### config.mk
export PLATFORM = sky130hd
export DESIGN_NAME = ips_queue
export DESIGN_NICKNAME = d
export VERILOG_FILES = /design/src/rtl/ips_pkg.sv /design/src/rtl/ips_queue.sv
export SDC_FILE = /design/constraint.sdc
export NUM_CORES = 1
export LEC_CHECK = 0
export BUFFER_PORTS_ARGS = -buffer_cell sky130_fd_sc_hd__buf_2
export CAP_MARGIN = 5
export CORE_ASPECT_RATIO = 0.9
export CORE_MARGIN = 2
export CORE_UTILIZATION = 56
export DETAILED_ROUTE_END_ITERATION = 8
export PLACE_DENSITY = 0.86
export SLEW_MARGIN = 20
export SYNTH_ARGS = -nofsm -noshare
export SYNTH_HDL_FRONTEND = slang
export SYNTH_SLANG_ARGS = --single-unit
### constraint.sdc
create_clock -name clk_i -period 2.8 [get_ports clk_i]
set_input_delay 0.28 -clock clk_i [delete_from_list [all_inputs] [get_ports clk_i]]
set_output_delay 0.28 -clock clk_i [all_outputs]
set_load 0.02 [all_outputs]
### src/rtl/ips_pkg.sv
`default_nettype none

package ips_pkg;

  // Field widths of the item formats
  localparam int SAMPLE_W    = 12;
  localparam int PED_W       = 12;
  localparam int CORR_W      = 13;
  localparam int IN_TDATA_W  = 16;
  localparam int OUT_TDATA_W = 32;

  // Configuration register widths
  localparam int THR_W      = 8;
  localparam int PASS_W     = 2;
  localparam int MINC_W     = 12;
  localparam int CFG_IDX_W  = 4;
  localparam int CFG_DATA_W = 12;

  localparam logic [CFG_IDX_W-1:0] CFG_ENABLE    = CFG_IDX_W'(0);
  localparam logic [CFG_IDX_W-1:0] CFG_PASSES    = CFG_IDX_W'(1);
  localparam logic [CFG_IDX_W-1:0] CFG_THRESHOLD = CFG_IDX_W'(2);
  localparam logic [CFG_IDX_W-1:0] CFG_MIN_COUNT = CFG_IDX_W'(3);

  localparam logic              RST_ENABLE    = 1'b1;
  localparam logic [PASS_W-1:0] RST_PASSES    = PASS_W'(3);
  localparam logic [THR_W-1:0]  RST_THRESHOLD = THR_W'(10);
  localparam logic [MINC_W-1:0] RST_MIN_COUNT = MINC_W'(100);

  // Command queue between front and back
  localparam int QUEUE_DEPTH = 4;

  // Result kinds
  localparam logic KIND_REPORT = 1'b0;
  localparam logic KIND_SAMPLE = 1'b1;

  typedef enum logic [1:0] {
    OP_LOAD,
    OP_LOAD_LAST,
    OP_READ
  } op_e;

  typedef enum logic [2:0] {
    ST_IDLE,
    ST_READ,
    ST_INIT,
    ST_LIM,
    ST_SCAN,
    ST_PASS_END,
    ST_DIV,
    ST_REPORT
  } state_e;

  typedef struct packed {
    op_e                 op;
    logic [SAMPLE_W-1:0] sample;
  } cmd_t;

  typedef struct packed {
    logic              enable;
    logic [PASS_W-1:0] passes;
    logic [THR_W-1:0]  threshold;
    logic [MINC_W-1:0] min_count;
  } cfg_t;

  typedef struct packed {
    logic                     kind;
    logic [PED_W-1:0]         pedestal;
    logic signed [CORR_W-1:0] corrected;
    logic                     last;
  } res_t;

endpackage

`default_nettype wire

### src/rtl/ips_queue.sv
`default_nettype none

module ips_queue (
  input  wire logic          clk_i,
  input  wire logic          rst_ni,
  input  wire logic          push_valid_i,
  output logic               push_ready_o,
  input  wire ips_pkg::cmd_t push_cmd_i,
  output logic               pop_valid_o,
  input  wire logic          pop_ready_i,
  output ips_pkg::cmd_t      pop_cmd_o
);
  import ips_pkg::*;

  localparam int PTR_W = $clog2(QUEUE_DEPTH);
  localparam int FILL_W = $clog2(QUEUE_DEPTH + 1);

  cmd_t              buf_q [QUEUE_DEPTH];
  logic [PTR_W-1:0]  wr_ptr_q, rd_ptr_q;
  logic [FILL_W-1:0] fill_q;
  logic              push, pop;

  assign push_ready_o = (fill_q != FILL_W'(QUEUE_DEPTH));
  assign pop_valid_o  = (fill_q != '0);
  assign pop_cmd_o    = buf_q[rd_ptr_q];
  assign push         = push_valid_i && push_ready_o;
  assign pop          = pop_valid_o && pop_ready_i;

  always_ff @(posedge clk_i) begin
    if (push) begin
      buf_q[wr_ptr_q] <= push_cmd_i;
    end
  end

  always_ff @(posedge clk_i or negedge rst_ni) begin
    if (!rst_ni) begin
      wr_ptr_q <= '0;
      rd_ptr_q <= '0;
      fill_q   <= '0;
    end else begin
      if (push) begin
        wr_ptr_q <= (wr_ptr_q == PTR_W'(QUEUE_DEPTH - 1)) ? '0 : wr_ptr_q + 1'b1;
      end
      if (pop) begin
        rd_ptr_q <= (rd_ptr_q == PTR_W'(QUEUE_DEPTH - 1)) ? '0 : rd_ptr_q + 1'b1;
      end
      if (push && !pop) begin
        fill_q <= fill_q + 1'b1;
      end else if (pop && !push) begin
        fill_q <= fill_q - 1'b1;
      end
    end
  end

endmodule

`default_nettype wire

==> qor.csv, run 1 <==
metric;value;unit
syn_avg_cell_area;22.56;um2
fin_util;0.6860;
rsz0062_at_grt;no;
pwr-share-comb;0.326;
numPortBuffers;33;
relSlewSlack;0.5308;
gp_congestion;0.7489;
cp_slowest_cell;dfrtp_1;
max_slew.worst_pin.slew;0.7037;ns
internal-power;2.041;mW
initial_core_util;0.5915;
finalMaxSlewViolations;0;
wl;4.013;mm
total_power;3.045;mW
antenna_found_initial;0;
ctsRootBufferMaster;clkbuf_8;
timing.setup.tns;0;ns
layout.nets;177;
setup_viol;0;
die_width;73.85;um
cts_buffers;9;
grt_pass1_wl;6.313;mm
post_cts_resized;0;
ctsHoldBuffers;1;
die_y;66.86;um
holdWs;0.1604;ns
worstPathCellList;buf_4 -> mux4_2 -> buf_2;
dr.pass1.iters;4;
grt_pass1_vias;1273;
r2r_start;fill_q[1]$_DFFE_PN0P_;
clkPwrFrac;0.203;
grt_overflow_total;0;
skew;0.008680;ns
place_ws;0.5968;ns
max_freq;419.2;MHz
path_buf_inv;2;
drive_gt1_frac;0.4615;
num_vias;1162;
min_period;2.386;ns
syn-num-nets;134;
fin_ws;0.4144;ns
insertedDiodeCount;0;
cp-start-kind;flop;
track_usage;0.1908;
drt_iter0_markers;74;
post-dp-hpwl;2.730;mm
syn_area;2459;um2
cts_sinks;63;
ys_ff_latch;63;
clk_pin_slew;0.06;ns
path_class;flop to output port;
critPathLaunch;rd_ptr_q[0]$_DFFE_PN0P_;
crit_family;flip-flops;
ys_seq_area_frac;0.7552;
design_area;2851;um2
ys_types;18;
slowest_delay;0.78;ns
layout.cells.non_filler;216;
grt_max_degree;17;
max_cap_viol_count;0;
worstPathRequired;2.52;ns
fin_crit_sh;0.8520;
routedWlPerCell;18.58;um
ys_warn_count;0;
fp.coreArea;4156;um2
mostFrequentLayoutCells;edfxtp_1 (56), buf_2 (33), mux4_2 (14), clkbuf_8 (9), dfrtp_1 (7);
arrival;2.11;ns
power_frac_seq;0.471;
post_cts_buffers;0;
cts_tree;yes;
min_from;push_cmd_i[2];
die_area;4937;um2
leakagePower;1.043;nW
status;finished clean;
critPathMaxFanout;11;
viasPerCell;5.380;
placementRows;22;
worst_hold_path_type;input pin to flop;
worstSkewPairLatency;0.33;ns
final_antenna_net_count;0;
synth_cells;109;
cts_max_level;3;
cts_buffer_depth;2;
placedInstanceArea;2689;um2
peakVddDrop;0.0007827;V
swShare;0.3298;
io_pins;34;
endpoint_kind;output port;
p_sw;1.004;mW
final_common_cell;edfxtp_1;
drc;0;
area_growth_syn_to_layout;15.98;%
place_inst;200;
nFillCells;289;
hold_viol;0;
cellPowerDensity;1068;nW/um2
sequential cells by signal, indices dropped and copies added, names as in the netlist:
| register | flops |
|---|---|
| buf_q | 56 |
| fill_q | 3 |
| rd_ptr_q | 2 |
| wr_ptr_q | 2 |
path summary, 6_finish.rpt:
check	endpoint	slack (ns)	cells past startpoint
max in group asynchronous	fill_q[2]$_DFFE_PN0P_	2.33	2
worst min-delay path	buf_q[2][2]$_DFFE_PP_	0.16	1
worst max register to register	fill_q[2]$_DFFE_PN0P_	0.60	8
min in group asynchronous	wr_ptr_q[1]$_DFFE_PN0P_	0.31	2
worst max-delay path	pop_cmd_o[11]	0.41	3
worst min register to register	fill_q[2]$_DFFE_PN0P_	0.49	1
power groups by stage:
stage	Clock (mW)	Combinational, mW	Sequential [mW]
6_report	0.619	0.993	1.43
4_1_cts	0.634	1.01	1.44
3_3_place_gp	0	0.968	1.43
2_1_floorplan	0	0.803	1.35
5_1_grt	0.681	1.07	1.46
3_5_place_dp	0	1.01	1.46
logic make-up (layout without fill, tap and decap cells):
| family | count (synthesis) | count (layout) | share of synthesized area |
|---|---|---|---|
| simple gates | 11 | 11 | 0.02952 |
| buf+inv | 6 | 53 | 0.01171 |
| fa+ha+maj | 7 | 7 | 0.03868 |
| flops | 63 | 63 | 0.7552 |
| xor+xnor | 3 | 3 | 0.01069 |
| mux | 19 | 19 | 0.1542 |
synth_stat cells (all sizes together):
cell	count	area, um2
dfrtp	7	175.2
or3b	1	11.26
xnor2	1	8.760
and2	1	8.760
mux2	5	63.81
edfxtp	56	1682
nand2	1	3.750
ha	6	75.07
inv	3	11.26
or3	1	7.510
mux4	14	315.3
fa	1	20.02
and3	4	30.03
nor2	3	11.26
xor2	2	17.52
buf	3	17.52
final cells by class:
type / count / area (um2) / area share
Clock buffer: 9 / 123.9 / 0.04344
Inverter: 3 / 11.26 / 0.003949
Sequential cell: 63 / 1857 / 0.6512
Tap cell: 60 / 75.07 / 0.02633
Multi-Input combinational cell: 40 / 573.1 / 0.2010
Timing Repair Buffer: 35 / 182.7 / 0.06406
Clock inverter: 6 / 28.78 / 0.01009
metal layers:
metal / vias to the layer above / global-route usage / part of all wire
met5: - / 0 / 0
met4: 0 / 0.06136 / 0.0092
met3: 7 / 0.07564 / 0.048
met2: 37 / 0.3337 / 0.55
met1: 594 / 0.2130 / 0.39
li1: 524 / - / -
Note: power is estimated with default switching activity, not from simulation.
==> run 2: changes to the inputs <==
--- a/config.mk
+++ b/config.mk
@@ -8,7 +8,7 @@
 export BUFFER_PORTS_ARGS = -buffer_cell sky130_fd_sc_hd__buf_2
 export CAP_MARGIN = 5
 export CORE_ASPECT_RATIO = 0.9
-export CORE_MARGIN = 2
+export CORE_MARGIN = 5
 export CORE_UTILIZATION = 56
 export DETAILED_ROUTE_END_ITERATION = 8
 export PLACE_DENSITY = 0.86
==> run 2 against run 1 <==
Compared with the run above: global-route usage is 3.1 points lower; sequential share of layout area is 0.59 points lower; clock skew is 0.00070 ns lower; critical path type is now flop to flop; largest cell class unchanged; highest routed layer unchanged.
==> qor.csv, run 2 (synthesis results as in run 1) <==
metric;value;unit;change
timing.setup.tns;0;ns;unchanged
whs_path_depth;1;;unchanged
critPathLaunch;fill_q[1]$_DFFE_PN0P_;;
arrival;2.44;ns;+0.33 ns
cts_buffer_depth;2;;unchanged
final_antenna_net_count;0;;unchanged
insertedDiodeCount;0;;unchanged
peakVddDrop;0.0005973;V;-24%
max_slew.worst_pin.slew;0.6720;ns;-0.03172 ns
ff2ff_path_depth;8;;unchanged
num_vias;1151;;-0.95%
drc;0;;unchanged
post_cts_buffers;0;;unchanged
r2r_start;fill_q[1]$_DFFE_PN0P_;;
fin_crit_sh;0.7819;;-0.07005
gp_congestion;0.7457;;-0.43%
viasPerCell;5.329;;-0.95%
post-dp-hpwl;2.644;mm;-3.1%
cellPowerDensity;1093;nW/um2;+2.4%
io_pins;34;;unchanged
path_class;flop to flop;;
design_area;2878;um2;+0.92%
placementRows;22;;unchanged
placedInstanceArea;2689;um2;unchanged
rsz0062_at_grt;no;;
cts_buffers;9;;unchanged
finalMaxSlewViolations;0;;unchanged
setup_viol;0;;unchanged
cp-start-kind;flop;;
die_y;72.86;um;+9.0%
fp.coreArea;4156;um2;unchanged
ctsRootBufferMaster;clkbuf_8;;
largest_reg_flops;56;;unchanged
nFillCells;265;;-8.3%
critPathMaxFanout;4;;-7
drt_iter0_markers;74;;unchanged
routedWlPerCell;18.39;um;-1.0%
grt_pass1_vias;1380;;+8.4%
clk_pin_slew;0.07;ns;about the same
grt_overflow_total;0;;unchanged
cts_max_level;3;;unchanged
numPortBuffers;33;;unchanged
endpoint_kind;flop;;
leakagePower;1.055;nW;+1.1%
worstPathRequired;3.05;ns;+0.53 ns
min_period;2.189;ns;-0.1961 ns
relSlewSlack;0.5520;;+0.02115
die_width;79.85;um;+8.1%
worst_hold_path_type;input pin to flop;;
initial_core_util;0.5915;;unchanged
fin_util;0.6924;;+0.006321
skew;0.007978;ns;-0.0007019 ns
grt_pass1_wl;6.617;mm;+4.8%
mostFrequentLayoutCells;edfxtp_1 (56), buf_2 (33), mux4_2 (14), clkbuf_8 (9), dfrtp_1 (7);;
die_area;5818;um2;+18%
total_power;3.146;mW;+3.3%
min_from;push_cmd_i[4];;
hold_viol;0;;unchanged
worstSkewPairLatency;0.32;ns;about the same
top_regs;buf_q: 56 flops, fill_q: 3 flops;;
max_freq;456.7;MHz;+9.0%
dr.pass1.iters;4;;unchanged
antenna_found_initial;0;;unchanged
top_register;buf_q;;
area_growth_syn_to_layout;17.05;%;
max_cap_viol_count;0;;unchanged
track_usage;0.1599;;-0.03090
cts_sinks;63;;unchanged
grt_max_degree;17;;unchanged
layout.nets;177;;unchanged
status;finished clean;;
final_common_cell;edfxtp_1;;
drive_gt1_frac;0.4679;;+0.006410
cts_tree;yes;;
wl;3.973;mm;-1.0%
-- run 2: metrics by stage --
step | setup slack, ns | std cells | hold WS (ns)
after detailed placement | 0.6560 | 200 | 0.1256
after floorplan | 0.6476 | 109 | -0.01559
after global routing | 0.4446 | 216 | 0.1575
after CTS | 0.6024 | 216 | 0.1572
final | 0.6106 | 216 | 0.1673
after global placement | 0.7008 | 200 | 0.1171
-- run 2: power breakdown --
| group | switching, mW | total, mW | leakage [nW] | internal [mW] |
|---|---|---|---|---|
| clock | 0.321 | 0.725 | 0.0892 | 0.404 |
| combinational | 0.541 | 1.02 | 0.371 | 0.480 |
| sequential | 0.141 | 1.40 | 0.595 | 1.26 |
-- run 2: path summary, 6_finish.rpt --
check	endpoint	slack, ns
max	fill_q[2]$_DFFE_PN0P_	0.61
min	buf_q[1][4]$_DFFE_PP_	0.17
max reg2reg	fill_q[2]$_DFFE_PN0P_	0.61
min reg2reg	fill_q[2]$_DFFE_PN0P_	0.51
max in group asynchronous	rd_ptr_q[0]$_DFFE_PN0P_	2.32
min in group asynchronous	wr_ptr_q[0]$_DFFE_PN0P_	0.32
-- run 2: timing repair --
action / in CTS / in global routing
hold buffers: 1 / 0
gates resized for setup: 0 / 0
hold endpoints to repair: 7 / 0
-- run 2: per-layer routing --
metal,routed length [um],vias up,GRT usage,part of all wire
met1,1548,590,0.1752,0.39
met3,176,6,0.04198,0.044
li1,-,525,-,-
met5,0,-,0,0
met4,59,0,0.08443,0.015
met2,2188,30,0.2854,0.55
-- run 2: area by class of cell --
type                    instances  area (um2)  area share
well taps                      60       75.07     0.02609
flip-flops and latches         63        1857      0.6452
clock inverters                 4       47.55     0.01652
multi-input cells              40       573.1      0.1991
repair buffers                 35       182.7     0.06348
inverters                       3       11.26    0.003913
clock buffers                  11       131.4     0.04565
-- run 2: worst max-delay path: stages (launching register included) --
cell	delay [ns]
dfrtp_1	0.42
or3_2	0.50
nand2_1	0.14
ha_1	0.21
inv_1	0.07
fa_1	0.37
xor2_1	0.15
nor2_1	0.11
xor2_1	0.15
==> run 3: changes to the inputs <==
==> constraint.sdc (replaced) <==
create_clock -name clk_i -period 2.1 [get_ports clk_i]
set_input_delay 0.21 -clock clk_i [delete_from_list [all_inputs] [get_ports clk_i]]
set_output_delay 0.21 -clock clk_i [all_outputs]
set_load 0.02 [all_outputs]
==> run 3 against run 2 <==
Compared with the run above: via count is 2.4% higher; design area increased by 1.1%; worst hold slack got worse by 0.069 ns; register-to-register slack worse by 0.52 ns; largest power group unchanged; sequential power rose by 31%; wire length fell by 0.96%.
==> qor.csv, run 3 (synthesis results as in run 1) <==
metric;value;unit;change
status;finished clean;;
track_usage;0.1542;;-0.005734
fp.coreArea;4156;um2;unchanged
routedWlPerCell;17.81;um;-3.2%
final_common_cell;edfxtp_1;;
cts_tree;yes;;
arrival;2.22;ns;-0.22 ns
cellPowerDensity;1431;nW/um2;+31%
peakVddDrop;0.0009583;V;+60%
drc;0;;unchanged
dr.pass1.iters;4;;unchanged
setup_viol;0;;unchanged
place_inst;203;;+1.5%
critPathMaxFanout;4;;unchanged
gp_congestion;0.7765;;+4.1%
path_buf_inv;1;;unchanged
slowest_delay;0.41;ns;-0.09 ns
die_area;5818;um2;unchanged
top_register;buf_q;;
rrSetupSlack;0.09;ns;-0.52 ns
max_cap_viol_count;0;;unchanged
cts_max_level;3;;unchanged
insertedDiodeCount;0;;unchanged
layout.cells.non_filler;221;;+2.3%
max_slew.worst_pin.slew;0.7061;ns;+0.03405 ns
placementRows;22;;unchanged
io_pins;34;;unchanged
min_to;buf_q[1][13]$_DFFE_PP_;;
fin_util;0.6999;;+0.007526
relSlewSlack;0.5293;;-0.02270
worst_hold_path_type;input pin to flop;;
die_y;72.86;um;unchanged
area_growth_syn_to_layout;18.32;%;
layout.nets;181;;+2.3%
antenna_found_initial;0;;unchanged
top_regs;buf_q: 56 flops, fill_q: 3 flops;;
nFillCells;258;;-2.6%
worstPathCellList;or3b_4 -> and2_4 -> ha_4 -> inv_1 -> fa_1 -> mux2_2;;
cp_num_cells;6;;-2
ctsRootBufferMaster;clkbuf_8;;
wl;3.935;mm;-0.96%
grt_max_degree;17;;unchanged
finalMaxSlewViolations;0;;unchanged
max_freq;497.6;MHz;+8.9%
cp-start-kind;flop;;
post-dp-hpwl;2.653;mm;+0.33%
min_from;push_cmd_i[13];;
clk_pin_slew;0.06;ns;about the same
fin_crit_sh;0.9570;;+0.1751
path_class;flop to flop;;
cp_slowest_cell;dfrtp_1;;
drt_iter0_markers;53;;-28%
final_antenna_net_count;0;;unchanged
min_period;2.010;ns;-0.1797 ns
rsz0062_at_grt;no;;
r2r_start;fill_q[1]$_DFFE_PN0P_;;
cts_sinks;63;;unchanged
worstSkewPairLatency;0.33;ns;about the same
grt_overflow_total;0;;unchanged
initial_core_util;0.5915;;unchanged
ff2ff_path_depth;6;;-2
endpoint_kind;flop;;
viasPerCell;5.335;;+0.12%
timing.setup.tns;0;ns;unchanged
hold_viol;0;;unchanged
mostFrequentLayoutCells;edfxtp_1 (56), buf_2 (33), mux4_2 (14), clkbuf_8 (10), dfrtp_1 (7);;
drive_gt1_frac;0.4783;;+0.01031
die_width;79.85;um;unchanged
num_vias;1179;;+2.4%
whs_path_depth;1;;unchanged
skew;0.007713;ns;-0.0002646 ns
cts_buffers;9;;unchanged
worstPathRequired;2.31;ns;-0.74 ns
largest_reg_flops;56;;unchanged
r2r-end;fill_q[1]$_DFFE_PN0P_;;
cts_buffer_depth;2;;unchanged
numPortBuffers;33;;unchanged
leakagePower;1.068;nW;+1.3%
crit_family;simple AND/OR/NAND/NOR gates;;
grt_pass1_wl;6.313;mm;-4.6%
grt_pass1_vias;1270;;-8.0%
[run 3: report_power, final]
| part | leakage (nW) | internal, mW | switching, mW |
|---|---|---|---|
| sequential | 0.595 | 1.68 | 0.163 |
| combinational | 0.391 | 0.700 | 0.760 |
| clock | 0.0825 | 0.452 | 0.408 |
| total | 1.07 | 2.83 | 1.33 |
[run 3: routing by layer]
| metal | track usage | share of wire | vias to the layer above | wire [um] |
|---|---|---|---|---|
| li1 | - | - | 532 | - |
| met5 | 0 | 0 | - | 0 |
| met3 | 0.05309 | 0.052 | 7 | 206 |
| met4 | 0.08443 | 0.017 | 0 | 67 |
| met1 | 0.1691 | 0.40 | 610 | 1559 |
| met2 | 0.2641 | 0.53 | 30 | 2101 |
[run 3: what timing repair did]
item                       CTS  global route
setup endpoints to repair    0             2
setup buffers                0             1
hold buffers                 1             0
hold endpoints to repair     7             0
gates resized for setup      0             3
[run 3: stage by stage]
step | setup slack, ns | instance area (um2) | hold WS (ns) | total power [mW]
after floorplan | 0.01497 | 2462 | -0.08559 | 2.871
after global placement | 0.06399 | 2715 | 0.04626 | 3.256
after detailed placement | 0.01480 | 2715 | 0.05458 | 3.323
after CTS | 0.003244 | 2887 | 0.08019 | 4.194
after global routing | 0.02830 | 2909 | 0.08203 | 4.395
final | 0.09032 | 2909 | 0.09805 | 4.163
[run 3: layout make-up]
class                   instances  area [um2]  share of cell area
well taps                      60       75.07             0.02581
clock inverters                 3       12.51            0.004301
clock buffers                  13       148.9             0.05118
flip-flops and latches         63        1857              0.6383
multi-input cells              40       591.8              0.2034
repair buffers                 39       212.7             0.07312
inverters                       3       11.26            0.003871
[run 3: how the worst max path moves through the flow]
stage	slack, ns	startpoint	to
5_1_grt	0.03	fill_q[1]$_DFFE_PN0P_	fill_q[2]$_DFFE_PN0P_
3_3_place_gp	0.06	fill_q[1]$_DFFE_PN0P_	fill_q[1]$_DFFE_PN0P_
3_5_place_dp	0.01	fill_q[1]$_DFFE_PN0P_	fill_q[1]$_DFFE_PN0P_
4_1_cts	0.003	fill_q[1]$_DFFE_PN0P_	fill_q[1]$_DFFE_PN0P_
6_report	0.09	fill_q[1]$_DFFE_PN0P_	fill_q[1]$_DFFE_PN0P_
2_1_floorplan	0.01	fill_q[1]$_DFFE_PN0P_	fill_q[1]$_DFFE_PN0P_
